$ cat config.mk
export PLATFORM = sky130hd
export DESIGN_NAME = software_timer_pool_top
export DESIGN_NICKNAME = d
export VERILOG_FILES = /design/src/rtl/core/stp_pkg.sv /design/src/rtl/core/stp_front.sv /design/src/rtl/core/stp_queue.sv /design/src/rtl/core/stp_back.sv /design/src/rtl/core/software_timer_pool_top.sv
export SDC_FILE = /design/constraint.sdc
export NUM_CORES = 1
export LEC_CHECK = 0
export BUFFER_PORTS_ARGS = -buffer_cell sky130_fd_sc_hd__buf_2
export CAP_MARGIN = 20
export CORE_MARGIN = 8
export CORE_UTILIZATION = 25
export CTS_CLUSTER_SIZE = 25
export DETAILED_ROUTE_END_ITERATION = 8
export PLACE_DENSITY_LB_ADDON = 0.05
export SLEW_MARGIN = 5
export SYNTH_ARGS = -nofsm -noshare
export SYNTH_HDL_FRONTEND = slang
export SYNTH_SLANG_ARGS = --single-unit
$ cat constraint.sdc
create_clock -name clock -period 5.2 [get_ports clock]
set_clock_uncertainty 0.15 [all_clocks]
set_input_delay 1.04 -clock clock [delete_from_list [all_inputs] [get_ports clock]]
set_output_delay 1.04 -clock clock [all_outputs]
set_load 0.02 [all_outputs]
$ cat src/rtl/core/stp_pkg.sv
// shared types and constants of the software timer pool
package stp_pkg;

   localparam int SLOT_FIELD_W = 4;
   localparam int TICK_W       = 32;
   localparam int QUEUE_DEPTH  = 2;
   localparam int QPTR_W       = 1;
   localparam int QCNT_W       = 2;

   typedef enum logic [1:0] {
      OP_CREATE  = 2'd0,
      OP_DELETE  = 2'd1,
      OP_POLL    = 2'd2,
      OP_RESTART = 2'd3
   } opcode_type;

   typedef struct packed {
      opcode_type              opcode;
      logic [SLOT_FIELD_W-1:0] slot;
      logic [TICK_W-1:0]       period;
      logic                    one_shot;
      logic [TICK_W-1:0]       now;
   } req_type;

   typedef struct packed {
      logic                    fired;
      logic [SLOT_FIELD_W-1:0] new_slot;
      logic                    create_failed;
   } rsp_type;

   // classified command passed from front to back
   typedef struct packed {
      opcode_type              opcode;
      logic [SLOT_FIELD_W-1:0] slot;
      logic                    slot_ok;
      logic                    period_zero;
      logic [TICK_W-1:0]       period;
      logic                    one_shot;
      logic [TICK_W-1:0]       now;
   } cmd_type;

   typedef enum logic {
      BK_IDLE = 1'b0,
      BK_EXEC = 1'b1
   } back_state_type;

endpackage

$ cat src/rtl/core/stp_front.sv
// request intake register and command classification
module stp_front import stp_pkg::*; #(
   parameter int SLOTS = 8
) (
   input  logic    clock,
   input  logic    reset,
   input  logic    req_valid,
   output logic    req_stall,
   input  req_type req_data,
   output logic    cmd_valid,
   input  logic    cmd_full,
   output cmd_type cmd_data
);

   logic    valid_ff, valid_in;
   cmd_type cmd_ff, cmd_in;
   logic    take;

   assign req_stall = valid_ff & cmd_full;
   assign take      = req_valid & ~req_stall;

   always_comb begin
      cmd_in             = cmd_ff;
      valid_in           = valid_ff;
      if (valid_ff && !cmd_full) begin
         valid_in = 1'b0;
      end
      if (take) begin
         valid_in            = 1'b1;
         cmd_in.opcode       = req_data.opcode;
         cmd_in.slot         = req_data.slot;
         // slot numbers past the pool size are ignored downstream
         cmd_in.slot_ok      = ({1'b0, req_data.slot} < (SLOT_FIELD_W + 1)'(SLOTS));
         cmd_in.period_zero  = (req_data.period == '0);
         cmd_in.period       = req_data.period;
         cmd_in.one_shot     = req_data.one_shot;
         cmd_in.now          = req_data.now;
      end
   end

   always_ff @(posedge clock) begin
      if (reset) begin
         valid_ff <= 1'b0;
      end else begin
         valid_ff <= valid_in;
      end
      cmd_ff <= cmd_in;
   end

   assign cmd_valid = valid_ff;
   assign cmd_data  = cmd_ff;

endmodule

$ cat src/rtl/core/stp_queue.sv
// short command queue between front and back
module stp_queue import stp_pkg::*; (
   input  logic    clock,
   input  logic    reset,
   input  logic    push,
   input  cmd_type push_data,
   output logic    full,
   output logic    not_empty,
   input  logic    pop,
   output cmd_type pop_data
);

   cmd_type             mem_ff [QUEUE_DEPTH];
   logic [QPTR_W-1:0]   wr_ptr_ff, wr_ptr_in;
   logic [QPTR_W-1:0]   rd_ptr_ff, rd_ptr_in;
   logic [QCNT_W-1:0]   count_ff, count_in;
   logic                do_push, do_pop;

   assign full      = (count_ff == QCNT_W'(QUEUE_DEPTH));
   assign not_empty = (count_ff != '0);
   assign do_push   = push & ~full;
   assign do_pop    = pop & not_empty;
   assign pop_data  = mem_ff[rd_ptr_ff];

   always_comb begin
      wr_ptr_in = do_push ? wr_ptr_ff + 1'b1 : wr_ptr_ff;
      rd_ptr_in = do_pop  ? rd_ptr_ff + 1'b1 : rd_ptr_ff;
      count_in  = count_ff;
      if (do_push && !do_pop) begin
         count_in = count_ff + 1'b1;
      end else if (do_pop && !do_push) begin
         count_in = count_ff - 1'b1;
      end
   end

   always_ff @(posedge clock) begin
      if (reset) begin
         wr_ptr_ff <= '0;
         rd_ptr_ff <= '0;
         count_ff  <= '0;
      end else begin
         wr_ptr_ff <= wr_ptr_in;
         rd_ptr_ff <= rd_ptr_in;
         count_ff  <= count_in;
      end
      if (do_push) begin
         mem_ff[wr_ptr_ff] <= push_data;
      end
   end

endmodule

$ cat src/rtl/core/stp_back.sv
// slot state, command execution and result register
module stp_back import stp_pkg::*; #(
   parameter int SLOTS = 8
) (
   input  logic    clock,
   input  logic    reset,
   input  logic    cmd_avail,
   input  cmd_type cmd_data,
   output logic    cmd_pop,
   output logic    rsp_valid,
   input  logic    rsp_stall,
   output rsp_type rsp_data
);

   localparam int IDX_W = (SLOTS > 1) ? $clog2(SLOTS) : 1;

   back_state_type     state_ff, state_in;
   logic [SLOTS-1:0]   active_ff, active_in;
   cmd_type            cmd_ff;
   logic [IDX_W-1:0]   addr_ff, addr_in;
   logic               found_ff, found_in;
   logic               rsp_valid_ff, rsp_valid_in;
   rsp_type            rsp_ff, rsp_in;

   logic [TICK_W-1:0]  period_mem [SLOTS];
   logic [TICK_W-1:0]  expiry_mem [SLOTS];
   logic               one_shot_mem [SLOTS];
   logic [TICK_W-1:0]  per_rd_ff, exp_rd_ff;
   logic               os_rd_ff;

   logic               rd_en, done;
   logic               wr_create, wr_expiry;
   logic [TICK_W-1:0]  sum_a, sum_b, sum, diff;
   logic               is_active;

   // lowest free slot
   always_comb begin
      found_in = 1'b0;
      addr_in  = IDX_W'(cmd_data.slot);
      if (cmd_data.opcode == OP_CREATE) begin
         addr_in = '0;
         for (int i = SLOTS - 1; i >= 0; i--) begin
            if (!active_ff[i]) begin
               found_in = 1'b1;
               addr_in  = IDX_W'(i);
            end
         end
      end
   end

   // next state
   always_comb begin
      state_in = state_ff;
      case (state_ff)
         BK_IDLE: begin
            if (cmd_avail) state_in = BK_EXEC;
         end
         BK_EXEC: begin
            if (!rsp_valid_ff || !rsp_stall) state_in = BK_IDLE;
         end
         default: state_in = BK_IDLE;
      endcase
   end

   // state outputs
   always_comb begin
      cmd_pop = 1'b0;
      rd_en   = 1'b0;
      done    = 1'b0;
      case (state_ff)
         BK_IDLE: begin
            cmd_pop = cmd_avail;
            rd_en   = cmd_avail;
         end
         BK_EXEC: begin
            done = ~rsp_valid_ff | ~rsp_stall;
         end
         default: begin
            cmd_pop = 1'b0;
         end
      endcase
   end

   assign is_active = active_ff[addr_ff];
   assign sum_a     = (cmd_ff.opcode == OP_POLL) ? exp_rd_ff : cmd_ff.now;
   assign sum_b     = (cmd_ff.opcode == OP_CREATE) ? cmd_ff.period : per_rd_ff;
   assign sum       = sum_a + sum_b;
   assign diff      = cmd_ff.now - exp_rd_ff;

   // execute
   always_comb begin
      active_in = active_ff;
      wr_create = 1'b0;
      wr_expiry = 1'b0;
      rsp_in    = '0;
      case (cmd_ff.opcode)
         OP_CREATE: begin
            if (!cmd_ff.period_zero && found_ff) begin
               wr_create          = 1'b1;
               wr_expiry          = 1'b1;
               active_in[addr_ff] = 1'b1;
               rsp_in.new_slot    = SLOT_FIELD_W'(addr_ff);
            end else begin
               rsp_in.create_failed = 1'b1;
            end
         end
         OP_DELETE: begin
            if (cmd_ff.slot_ok) active_in[addr_ff] = 1'b0;
         end
         OP_POLL: begin
            if (cmd_ff.slot_ok && is_active && !diff[TICK_W-1]) begin
               rsp_in.fired = 1'b1;
               if (os_rd_ff) begin
                  active_in[addr_ff] = 1'b0;
               end else begin
                  wr_expiry = 1'b1;
               end
            end
         end
         OP_RESTART: begin
            if (cmd_ff.slot_ok && is_active) wr_expiry = 1'b1;
         end
         default: begin
            rsp_in = '0;
         end
      endcase
   end

   always_comb begin
      rsp_valid_in = rsp_valid_ff;
      if (done) begin
         rsp_valid_in = 1'b1;
      end else if (!rsp_stall) begin
         rsp_valid_in = 1'b0;
      end
   end

   always_ff @(posedge clock) begin
      if (reset) begin
         state_ff     <= BK_IDLE;
         active_ff    <= '0;
         rsp_valid_ff <= 1'b0;
      end else begin
         state_ff     <= state_in;
         rsp_valid_ff <= rsp_valid_in;
         if (done) active_ff <= active_in;
      end
      if (cmd_pop) begin
         cmd_ff   <= cmd_data;
         addr_ff  <= addr_in;
         found_ff <= found_in;
      end
      if (done) rsp_ff <= rsp_in;
   end

   always_ff @(posedge clock) begin
      if (done && wr_create) period_mem[addr_ff] <= cmd_ff.period;
      if (rd_en) per_rd_ff <= period_mem[addr_in];
   end

   always_ff @(posedge clock) begin
      if (done && wr_expiry) expiry_mem[addr_ff] <= sum;
      if (rd_en) exp_rd_ff <= expiry_mem[addr_in];
   end

   always_ff @(posedge clock) begin
      if (done && wr_create) one_shot_mem[addr_ff] <= cmd_ff.one_shot;
      if (rd_en) os_rd_ff <= one_shot_mem[addr_in];
   end

   assign rsp_valid = rsp_valid_ff;
   assign rsp_data  = rsp_ff;

   a_create_marks_active: assert property (@(posedge clock) disable iff (reset)
      (done && wr_create) |=> active_ff[$past(addr_ff)])
      else $error("created slot not active");

   a_delete_frees: assert property (@(posedge clock) disable iff (reset)
      (done && cmd_ff.opcode == OP_DELETE && cmd_ff.slot_ok) |=> !active_ff[$past(addr_ff)])
      else $error("deleted slot still active");

   a_result_from_exec: assert property (@(posedge clock) disable iff (reset)
      $rose(rsp_valid_ff) |-> $past(state_ff == BK_EXEC))
      else $error("result raised outside execute");

   a_fire_needs_active: assert property (@(posedge clock) disable iff (reset)
      (done && rsp_in.fired) |-> is_active)
      else $error("inactive slot fired");

endmodule

$ cat src/rtl/core/software_timer_pool_top.sv
// software timer pool top level: front, command queue and execution back end
// path: front register, queue entry, back end command register, result register
// items: the back end starts a new item only after its read then execute-and-write
//    pass over the slot memories for the last one is through
// reset: synchronous, active high; clears all slots to free, empties the queue
//    and drops any pending result; no clearing pass is needed
module software_timer_pool_top import stp_pkg::*; #(
   parameter int SLOTS = 8
) (
   input  logic    clock,
   input  logic    reset,
   // request items
   input  logic    req_valid,
   output logic    req_stall,
   input  req_type req_data,
   // result items
   output logic    rsp_valid,
   input  logic    rsp_stall,
   output rsp_type rsp_data
);

   // front to queue
   logic    front_valid;
   cmd_type front_cmd;
   logic    q_full;

   // queue to back
   logic    q_not_empty;
   logic    q_pop;
   cmd_type q_cmd;

   // front registers the item and flags out-of-range slots and zero periods
   stp_front #(
      .SLOTS (SLOTS)
   ) u_front (
      .clock     (clock),
      .reset     (reset),
      .req_valid (req_valid),
      .req_stall (req_stall),
      .req_data  (req_data),
      .cmd_valid (front_valid),
      .cmd_full  (q_full),
      .cmd_data  (front_cmd)
   );

   // two-entry queue lets intake keep going while the back end is busy
   stp_queue u_queue (
      .clock     (clock),
      .reset     (reset),
      .push      (front_valid),
      .push_data (front_cmd),
      .full      (q_full),
      .not_empty (q_not_empty),
      .pop       (q_pop),
      .pop_data  (q_cmd)
   );

   // back end owns slot state: active bits, period, expiry and one-shot memories
   stp_back #(
      .SLOTS (SLOTS)
   ) u_back (
      .clock     (clock),
      .reset     (reset),
      .cmd_avail (q_not_empty),
      .cmd_data  (q_cmd),
      .cmd_pop   (q_pop),
      .rsp_valid (rsp_valid),
      .rsp_stall (rsp_stall),
      .rsp_data  (rsp_data)
   );

endmodule

==> summary.txt, run 1 <==
STA
  • Slew HR: 25.39%
  • Setup tns final: 0 ns
  • Final number of max-transition violations: 0
  • Crit share post-route: 88.77%
  • Slew @ Worst Pin: 1.109 ns
  • Tmin final: 4.616 ns
  • F_max: 216.6 MHz
  • Final worst setup slack: 0.5838 ns
  • Final Hold Vio Count: 0
  • Finish-stage setup viols: 0
  • RSZ-0062 raised after global routing: false

Worst setup path
  • CP Data Arrival Time: 4.87 ns
  • Cells on worst reg2reg path: 13
  • Crit path largest cell delay: 0.54 ns
  • Critical Path RT: 5.45 ns
  • Critical-path maximum fanout: 19
  • WS Path Type: register to register
  • Critical Path Sink Type: register
  • Critical path, cell by cell: inv_1 -> ha_2 -> mux2_2 -> ha_1 -> fa_1 -> a21o_1 -> a31oi_1 -> nor3_1 -> o21a_1 -> o31ai_4 -> o21ai_0 -> a21oi_1 -> xnor2_1
  • Startpoint types: register
  • Slowest library cell on the worst path: ha_2

Clock tree
  • Max Buffers Root-to-Sink: 3
  • H-Tree Depth: 3
  • TritonCTS clock tree: built
  • CTS Buf Count: 101
  • Worst-Skew Late Latency: 0.69 ns
  • # hold bufs at CTS: 0
  • CTS Root Cell: clkbuf_16
  • CTS sink cnt: 895
  • Post-CTS sizing: 0
  • CTS clk-pin slew, worst paths: 0.06 ns
  • Total setup buffers inserted after CTS: 0

Cells and area
  • Share of cells above drive strength 1: 17.19%
  • Area growth syn-to-layout: 17.61%
  • Antenna Cells: 0
  • Layout Nets: 2,656
  • Fillcell total: 14.30k

Die
  • Die Wd: 397.0 um
  • DIE AREA: 157,600 sq um
  • Floorplan die height: 397.0 um
  • Core ar.: 144,900 sq um
  • Initial Util: 25.05%
  • Num ports: 83
  • Num rows: 140

Synthesis
  • Synth Flop Type: edfxtp_1
  • Number of synthesized flops with an enable pin: 879
  • Mapped Area: 36,280 sq um
  • Syn. warnings: 0
  • Share of the synthesized area in the top cell type: 72.75%
  • Syn Inst Count: 2,407
  • Post-Synth Simple-Gate Area: 9.714%
  • Yosys top cell by area: edfxtp_1
  • Synth area leaders: edfxtp_1 (73%), nand2_1 (4.4%), mux2_2 (4.0%)
  • Mapped Nets: 2,550
  • Distinct cell type count after synthesis: 61
  • Async SR Flop Fraction: 0%
  • Post-Synth Adder-Cell Area: 2.366%
  • Post-synthesis compound-gate area fraction: 6.783%
  • Xor/xnor share of the synthesized area: 0.8449%
  • Post-synthesis sequential area ratio: 73.63%
  • Mapped Avg Cell Area: 15.07 sq um
  • #FFs+latches synth: 895
  • Mux share of post-synthesis cell area: 4.417%
  • Main combinational cell family by area after synthesis: simple AND/OR/NAND/NOR gates

Global routing
  • Busiest grt layer: met2
  • Global-route wire length before repair: 154,200 um
  • Largest net degree at the start of global routing: 118
  • Met1 usage: 17.95%
  • Met3 GRT Util: 1.870%
  • Met2 Track Usage GR: 22.56%
  • Number of global-route vias before repair: 21.09k
  • Overflow after GRT: 0
  • GRT Overall Usage: 13.44%
  • Initial antenna violation count: 2

Drt
  • Via count: 20.26k
  • Detailed Routing Iterations Pass 1: 5
  • Drt total wl: 108,600 um
  • Initial DRC Count: 1,212
  • Post-route ant nets: 0
  • DRC Markers: 0
  • Avg WL per Cell: 24.07 um
  • Via density: 4.490

Pwr
  • Power per cell area: 635.0 nW/um^2
  • VDD IR-drop max: 0.3906 mV
  • Lkg Pwr: 14.01 nW

Outcome
  • Status: complete, no violations

Placement
  • Port bufs: 81
  • Routability-driven placement congestion ratio: 0.7607
  • Final HPWL DP: 64,960 um
  • Pre-CTS WS: 0.6770 ns

Worst hold path
  • Hold depth: 0
  • HP Class: register to register

Job
  • Maxcap violations: 0
## cells by family (layout without fill, tap and decap cells)
family / after synthesis / after routing
adder cells (fa/ha/maj): 68 / 68
AND/OR/NAND/NOR: 764 / 764
AO/OA/AOI/OAI: 321 / 321
other: 1 / 1
multiplexers: 143 / 143
XOR/XNOR: 35 / 35
buffers and inverters: 180 / 368
flip-flops: 895 / 895
## path summary, 6_finish.rpt
kind | slack, ns | to | start
hold / removal | 0.29 | u_queue.mem_ff[0][69]$_DFFE_PP_ | u_front.cmd_data[69]$_DFFE_PP_
setup reg to reg | 0.58 | u_back.expiry_mem[0][30]$_DFFE_PP_ | u_back.cmd_ff[71]$_DFFE_PP_
hold reg to reg | 0.29 | u_queue.mem_ff[0][69]$_DFFE_PP_ | u_front.cmd_data[69]$_DFFE_PP_
setup / recovery | 0.58 | u_back.expiry_mem[0][30]$_DFFE_PP_ | u_back.cmd_ff[71]$_DFFE_PP_
## critical path, delay by kind of cell (launching register included)
family,cells,cell delay (ns)
AO/OA/AOI/OAI,6,1.51
XOR/XNOR,1,0.32
adder cells (fa/ha/maj),3,1.22
buffers and inverters,1,0.12
flip-flops,1,0.44
multiplexers,1,0.40
AND/OR/NAND/NOR,1,0.15
## layout by cell type, fill, tap and decap left out, types with 15 or more instances in the layout
cell       instances
edfxtp_1         879
nand2_1          424
nand3_1          145
mux2_2           129
clkbuf_16        104
buf_2             81
a211oi_1          73
a311oi_1          66
nor3b_1           66
ha_1              65
a31o_1            64
inv_1             45
a21oi_1           37
nor2_1            30
clkinv_1          27
buf_4             27
buf_12            27
o21ai_0           22
xnor2_1           22
a21o_1            17
clkinv_2          17
clkbuf_1          17
nor3_1            16
dfxtp_1           15
## report_power, final
group	switching (mW)	leakage (nW)	internal, mW
Sequential	0.849	8.18	10.7
Clock	2.94	1.60	4.15
Combinational	5.82	4.22	2.63
Total	9.61	14.0	17.5
## routing by layer
layer / routed length (um) / part of all wire, % / vias up
li1: - / - / 9410
met1: 50070 / 46 / 10340
met2: 52310 / 48 / 367
met3: 3367 / 3.1 / 143
met4: 2839 / 2.6 / 0
met5: 0 / 0 / -
## cell type report
| type | count | area, sq um | area share (%) |
|---|---|---|---|
| inverter | 48 | 192.7 | 0.4515 |
| multi-input combinational | 1332 | 8924 | 20.91 |
| sequential | 895 | 26720 | 62.61 |
| clock inverter | 64 | 624.3 | 1.463 |
| clock buffer | 121 | 2666 | 6.248 |
| timing repair buffer | 135 | 1149 | 2.692 |
| tap | 1917 | 2399 | 5.621 |
## cells in the mapped netlist (all sizes together) (13+ instances only)
| master | count |
|---|---|
| nor3 | 16 |
| nor4 | 17 |
| o21ai | 25 |
| a311oi | 66 |
| xor2 | 13 |
| mux2 | 131 |
| a211oi | 73 |
| nor3b | 66 |
| nor2 | 42 |
| ha | 67 |
| inv | 48 |
| clkbuf | 67 |
| a21oi | 38 |
| buf | 65 |
| a31o | 66 |
| dfxtp | 16 |
| nand2b | 13 |
| a21o | 17 |
| xnor2 | 22 |
| edfxtp | 879 |
| nand3 | 145 |
| nand2 | 424 |
## state kept, by name (all words and copies together) (netlist names), 3 cells and up, named ones only
name                 cells
u_back.expiry_mem      256
u_front.cmd_data        72
u_back.period_mem      256
u_back.cmd_ff           69
u_queue.mem_ff         144
u_back.exp_rd_ff        32
u_back.one_shot_mem      8
u_back.addr_ff           3
u_back.rsp_data          5
u_back.per_rd_ff        32
## through the flow
stage / power, mW / utilization (%) / std cells / cell area (sq um) / hold slack [ns]
finish: 27.10 / 29.46 / 4512 / 42670 / 0.2907
global route: 28.60 / 29.46 / 4512 / 42670 / 0.2999
CTS: 27.72 / 29.46 / 4512 / 42670 / 0.2857
detailed placement: 20.44 / 27.19 / 4327 / 39380 / 0.2813
global placement: 20.37 / 27.19 / 4327 / 39380 / 0.2752
floorplan: 16.64 / - / 2407 / 36280 / 0.2715
No activity file was read; power rests on OpenSTA's default activity.
==> run 2, diff against run 1 <==
--- a/config.mk
+++ b/config.mk
@@ -7,11 +7,14 @@
 export LEC_CHECK = 0
 export BUFFER_PORTS_ARGS = -buffer_cell sky130_fd_sc_hd__buf_2
 export CAP_MARGIN = 20
+export CELL_PAD_IN_SITES_DETAIL_PLACEMENT = 0
+export CELL_PAD_IN_SITES_GLOBAL_PLACEMENT = 1
 export CORE_MARGIN = 8
 export CORE_UTILIZATION = 25
 export CTS_CLUSTER_SIZE = 25
 export DETAILED_ROUTE_END_ITERATION = 8
 export PLACE_DENSITY_LB_ADDON = 0.05
+export REMOVE_ABC_BUFFERS = 1
 export SLEW_MARGIN = 5
 export SYNTH_ARGS = -nofsm -noshare
 export SYNTH_HDL_FRONTEND = slang
==> summary.txt, run 2 (synthesis gave the netlist of run 1 again) <==
Outcome
  • Status: complete, no violations

Cells and area
  • Most common cell after layout, fill and taps aside: edfxtp_1
  • Layout Nets: 2,669 (+0.49%)
  • Area growth syn-to-layout: 17.69% (about the same)
  • Final Core Density: 29.48% (about the same)
  • Commonest non-fill, non-tap cells in the layout: edfxtp_1 (879), nand2_1 (424), nand3_1 (145)
  • Share of cells above drive strength 1: 17.50% (+0.32 points)
  • Regs by FF count: u_back.expiry_mem x256, u_back.period_mem x256, u_queue.mem_ff x144

Worst hold path
  • Hold depth: 0 (unchanged)
  • HP Class: register to register
  • Worst Hold Path EP: u_queue.mem_ff[1][35]$_DFFE_PP_
  • Hold_sp: u_front.cmd_data[35]$_DFFE_PP_

Global routing
  • Largest net degree at the start of global routing: 144 (+22%)
  • Global-route wire length before repair: 150,600 um (-2.4%)
  • GRT Overall Usage: 13.02% (-0.42 points)
  • Initial antenna violation count: 2 (unchanged)
  • Number of global-route vias before repair: 20.85k (-1.1%)
  • Overflow after GRT: 0 (unchanged)

Die
  • Core ar.: 144,900 sq um (unchanged)
  • Die Wd: 397.0 um (unchanged)
  • Num rows: 140 (unchanged)
  • DIE AREA: 157,600 sq um (unchanged)
  • Initial Util: 25.05% (unchanged)
  • Num ports: 83 (unchanged)
  • Floorplan die height: 397.0 um (unchanged)

STA
  • Tmin final: 4.528 ns (-0.08771 ns)
  • Slew HR: 29.93% (+4.5 points)
  • Slew @ Worst Pin: 1.051 ns (-0.05780 ns)
  • Final Hold Vio Count: 0 (unchanged)
  • F_max: 220.8 MHz (+1.9%)
  • Crit share post-route: 87.09% (-1.7 points)
  • Finish-stage setup viols: 0 (unchanged)
  • Final number of max-transition violations: 0 (unchanged)
  • RSZ-0062 raised after global routing: false

Pwr
  • VDD IR-drop max: 0.3392 mV (-13%)
  • Switch share: 35.39% (-0.079 points)
  • Power per cell area: 634.9 nW/um^2 (about the same)
  • Logic pwr share: 31.6% (+0.4 points)
  • Int Power: 17.52 mW (+0.18%)
  • Switch Pwr: 9.594 mW (-0.16%)
  • Total power: 27.11 mW (about the same)
  • Sequential share of power: 42.1% (-0.6 points)
  • Lkg Pwr: 14.04 nW (+0.24%)
  • Clk pwr share: 26.3% (about the same)

Worst setup path
  • Worst reg-to-reg setup slack: 0.67 ns (+0.09 ns)
  • Worst r2r src: u_back.cmd_ff[71]$_DFFE_PP_
  • WS Path Type: register to register
  • Critical Path RT: 5.46 ns (about the same)
  • Startpoint types: register
  • Critical R2R Capture: u_back.expiry_mem[7][29]$_DFFE_PP_
  • Critical Path Sink Type: register
  • CP Data Arrival Time: 4.79 ns (-0.08 ns)
  • Cells on worst reg2reg path: 13 (unchanged)
  • Critical-path maximum fanout: 15 (-4)

Drt
  • DRC Markers: 0 (unchanged)
  • Detailed Routing Iterations Pass 1: 5 (unchanged)
  • Drt total wl: 104,500 um (-3.7%)
  • Via count: 20.11k (-0.74%)
  • Initial DRC Count: 1,092 (-9.9%)
  • Avg WL per Cell: 23.08 um (-4.1%)
  • Via density: 4.439 (-1.1%)
  • Post-route ant nets: 0 (unchanged)

Job
  • Maxcap violations: 0 (unchanged)

Clock tree
  • TritonCTS clock tree: built
  • H-Tree Depth: 3 (unchanged)
  • Max Buffers Root-to-Sink: 3 (unchanged)
  • CTS sink cnt: 895 (unchanged)
  • CTS Buf Count: 107 (+5.9%)
  • Worst-Skew Late Latency: 0.71 ns (+0.02 ns)
  • CTS clk-pin slew, worst paths: 0.06 ns (about the same)
  • # hold bufs at CTS: 0 (unchanged)
  • Post-CTS sizing: 0 (unchanged)
  • CTS Root Cell: clkbuf_16
  • Total setup buffers inserted after CTS: 0 (unchanged)

Placement
  • Port bufs: 81 (unchanged)
  • Routability-driven placement congestion ratio: 0.7400 (-2.7%)
  • Final HPWL DP: 60,620 um (-6.7%)
## run 2: cell types whose count changed in the layout (fill, tap and decap cells not counted), sizes merged, moves of 2 or more
cell	before	now
bufinv	10	6
clkinvlp	3	5
inv	52	50
clkbuf	121	133
buf	135	142
diode	0	2
## run 2: worst max path at each step
stage / startpoint / end / cells past startpoint
floorplan: register / u_back.per_rd_ff[31]$_DFFE_PP_ / 8
global placement: u_back.cmd_ff[71]$_DFFE_PP_ / u_back.expiry_mem[0][30]$_DFFE_PP_ / 13
detailed placement: u_back.cmd_ff[71]$_DFFE_PP_ / u_back.expiry_mem[4][27]$_DFFE_PP_ / 13
CTS: u_back.cmd_ff[71]$_DFFE_PP_ / u_back.expiry_mem[4][27]$_DFFE_PP_ / 13
global route: u_back.cmd_ff[71]$_DFFE_PP_ / u_back.expiry_mem[4][27]$_DFFE_PP_ / 13
finish: u_back.cmd_ff[71]$_DFFE_PP_ / u_back.expiry_mem[7][29]$_DFFE_PP_ / 13
## run 2: worst max-delay path: stages (launching register included)
cell       delay (ns)
edfxtp_1         0.45
inv_1            0.12
ha_2             0.40
buf_4            0.32
mux2_2           0.37
ha_1             0.37
a211oi_1         0.32
nand2_1          0.14
o311ai_0         0.37
a31oi_1          0.14
o2111ai_1        0.30
nand3b_1         0.19
a21boi_0         0.25
xnor2_1          0.32
## run 2: stage by stage
step | TNS, ns | setup WS, ns | hold slack [ns] | std cells | instance area [sq um]
2_1_floorplan | -427.16 | -4.479 | 0.2715 | 2275 | 35650
3_3_place_gp | 0 | 0.6701 | 0.2754 | 4334 | 39350
3_5_place_dp | 0 | 0.6093 | 0.2790 | 4334 | 39350
4_1_cts | 0 | 0.5293 | 0.2722 | 4528 | 42700
5_1_grt | 0 | 0.2029 | 0.3004 | 4528 | 42700
6_report | 0 | 0.6715 | 0.2909 | 4530 | 42700
## run 2: final cells by class
cell class	count	area (sq um)
Antenna cell	2	5.005
Clock inverter	61	528.0
Tap cell	1917	2399
Multi-Input combinational cell	1332	8924
Fill cell	14320	102200
Inverter	48	197.7
Clock buffer	133	2818
Timing Repair Buffer	142	1114
Sequential cell	895	26720
## run 2: per-layer routing
layer | part of all wire, % | GRT usage (%)
met1 | 50 | 18.57
met3 | 3.4 | 1.988
met2 | 45 | 20.58
met4 | 2.0 | 3.614
met5 | 0 | 0
## run 2: power groups by stage
stage / registers (mW) / logic [mW] / clock network, mW
5_1_grt: 11.5 / 9.58 / 7.66
3_3_place_gp: 11.6 / 8.63 / 0
4_1_cts: 11.4 / 8.83 / 7.40
6_report: 11.4 / 8.56 / 7.13
2_1_floorplan: 11.2 / 5.37 / 0
3_5_place_dp: 11.6 / 8.77 / 0
==> run 3, diff against run 2 <==
--- a/config.mk
+++ b/config.mk
@@ -13,7 +13,7 @@
 export CORE_UTILIZATION = 25
 export CTS_CLUSTER_SIZE = 25
 export DETAILED_ROUTE_END_ITERATION = 8
-export PLACE_DENSITY_LB_ADDON = 0.05
+export PLACE_DENSITY_LB_ADDON = 0.1
 export REMOVE_ABC_BUFFERS = 1
 export SLEW_MARGIN = 5
 export SYNTH_ARGS = -nofsm -noshare
==> summary.txt, run 3 (synthesis gave the netlist of run 1 again) <==
Outcome
  • Status: complete, no violations

STA
  • Tmin final: 4.498 ns (-0.03080 ns)
  • Final Hold Vio Count: 0 (unchanged)
  • RSZ-0062 raised after global routing: false
  • Finish-stage setup viols: 0 (unchanged)
  • Final number of max-transition violations: 0 (unchanged)
  • Slew @ Worst Pin: 1.116 ns (+0.06512 ns)
  • F_max: 222.3 MHz (+0.68%)
  • Crit share post-route: 86.49% (-0.59 points)
  • Slew HR: 25.05% (-4.9 points)
  • Setup tns final: 0 ns (unchanged)

Worst setup path
  • Critical Path RT: 5.45 ns (about the same)
  • Kind of cell with the highest combined delay on the critical path: compound AO/OA/AOI/OAI gates
  • Slowest library cell on the worst path: xnor2_1
  • WP buf/inv: 2 (unchanged)
  • WS Path Type: register to register
  • Critical-path maximum fanout: 18 (+3)
  • CP Data Arrival Time: 4.75 ns (-0.04 ns)
  • Critical path, cell by cell: inv_1 -> ha_2 -> buf_4 -> mux2_2 -> ha_1 -> nand2_1 -> o21ai_0 -> o311ai_0 -> a31oi_1 -> o2111ai_1 -> nand3b_1 -> a21oi_1 -> xnor2_1
  • Startpoint types: register
  • Critical Path Sink Type: register
  • Crit path largest cell delay: 0.58 ns (+0.13 ns)

Drt
  • Avg WL per Cell: 22.63 um (-1.9%)
  • Initial DRC Count: 1,172 (+7.3%)
  • Wire length on met1: 49,410 um (-4.6%)
  • DRC Markers: 0 (unchanged)
  • Detailed Routing Iterations Pass 1: 7 (+2)
  • Highest Signal Layer: met4
  • Via count: 20.42k (+1.5%)
  • DR WL met3: 3934 um (+9.6%)
  • Met2 wire len: 46,940 um (-0.13%)
  • Post-route ant nets: 0 (unchanged)
  • Via density: 4.512 (+1.7%)
  • Drt total wl: 102,400 um (-2.0%)

Die
  • DIE AREA: 157,600 sq um (unchanged)
  • Num ports: 83 (unchanged)
  • Initial Util: 25.05% (unchanged)
  • Num rows: 140 (unchanged)
  • Floorplan die height: 397.0 um (unchanged)
  • Core ar.: 144,900 sq um (unchanged)
  • Die Wd: 397.0 um (unchanged)

Cells and area
  • Area growth syn-to-layout: 17.60% (about the same)
  • Fillcell total: 14.44k (+0.82%)
  • Most common cell after layout, fill and taps aside: edfxtp_1
  • Share of cells above drive strength 1: 17.27% (-0.24 points)
  • Reg area: 26,720 sq um (unchanged)
  • Multi-input gate area: 8924 sq um (unchanged)
  • Regs by FF count: u_back.expiry_mem x256, u_back.period_mem x256, u_queue.mem_ff x144
  • Commonest non-fill, non-tap cells in the layout: edfxtp_1 (879), nand2_1 (424), nand3_1 (145)
  • Final Core Density: 29.46% (about the same)
  • Layout Nets: 2,666 (-0.11%)

Pwr
  • Power per cell area: 632.3 nW/um^2 (-0.41%)
  • Total power: 26.98 mW (-0.49%)
  • Lkg Pwr: 14.03 nW (about the same)
  • VDD IR-drop max: 0.3699 mV (+9.1%)

Placement
  • Final HPWL DP: 59,420 um (-2.0%)
  • Routability-driven placement congestion ratio: 0.7520 (+1.6%)
  • Port bufs: 81 (unchanged)

Clock tree
  • Total setup buffers inserted after CTS: 0 (unchanged)
  • Post-CTS sizing: 0 (unchanged)
  • CTS Buf Count: 105 (-1.9%)
  • # hold bufs at CTS: 0 (unchanged)
  • H-Tree Depth: 3 (unchanged)
  • Max Buffers Root-to-Sink: 3 (unchanged)
  • TritonCTS clock tree: built
  • CTS clk-pin slew, worst paths: 0.06 ns (about the same)
  • CTS Root Cell: clkbuf_16
  • Worst-Skew Late Latency: 0.72 ns (about the same)
  • CTS sink cnt: 895 (unchanged)

Global routing
  • Initial antenna violation count: 5 (+3)
  • Global-route wire length before repair: 148,900 um (-1.1%)
  • Overflow after GRT: 0 (unchanged)
  • GRT Overall Usage: 12.79% (-0.23 points)
  • Number of global-route vias before repair: 21.15k (+1.4%)
  • Largest net degree at the start of global routing: 120 (-17%)

Job
  • Maxcap violations: 0 (unchanged)

Worst hold path
  • HP Class: register to register
-- run 3: path summary, 6_finish.rpt --
check,start,end,slack (ns),depth (start not counted)
worst max-delay path,u_back.cmd_ff[72]$_DFFE_PP_,u_back.expiry_mem[2][27]$_DFFE_PP_,0.70,13
worst min-delay path,u_front.cmd_data[20]$_DFFE_PP_,u_queue.mem_ff[1][20]$_DFFE_PP_,0.28,0
worst max register to register,u_back.cmd_ff[72]$_DFFE_PP_,u_back.expiry_mem[2][27]$_DFFE_PP_,0.70,13
worst min register to register,u_front.cmd_data[20]$_DFFE_PP_,u_queue.mem_ff[1][20]$_DFFE_PP_,0.28,0
-- run 3: where the power goes --
part	internal (mW)	switching [mW]	total (mW)
sequential	10.7	0.726	11.4
clock	4.16	2.97	7.12
combinational	2.62	5.81	8.43
-- run 3: through the flow --
| stage | hold slack [ns] | instances | cell area [sq um] | setup WS, ns |
|---|---|---|---|---|
| finish | 0.2809 | 4525 | 42670 | 0.7023 |
| floorplan | 0.2715 | 2275 | 35650 | -4.479 |
| CTS | 0.2505 | 4523 | 42670 | 0.5425 |
| global route | 0.2847 | 4523 | 42670 | 0.2277 |
| global placement | 0.2754 | 4333 | 39330 | 0.6632 |
| detailed placement | 0.2790 | 4333 | 39330 | 0.5871 |
-- run 3: cell type report --
cell class	instances	share of cell area [%]
Antenna cell	2	0.01173
Clock buffer	135	6.495
Clock inverter	55	1.328
Inverter	48	0.4516
Multi-Input combinational cell	1332	20.91
Sequential cell	895	62.62
Tap cell	1917	5.621
Timing Repair Buffer	141	2.563
-- run 3: routing by layer --
metal / vias to the layer above / global-route usage, %
met5: - / 0
met4: 0 / 3.569
met3: 134 / 2.160
met2: 380 / 20.70
met1: 10490 / 17.69
li1: 9418 / -
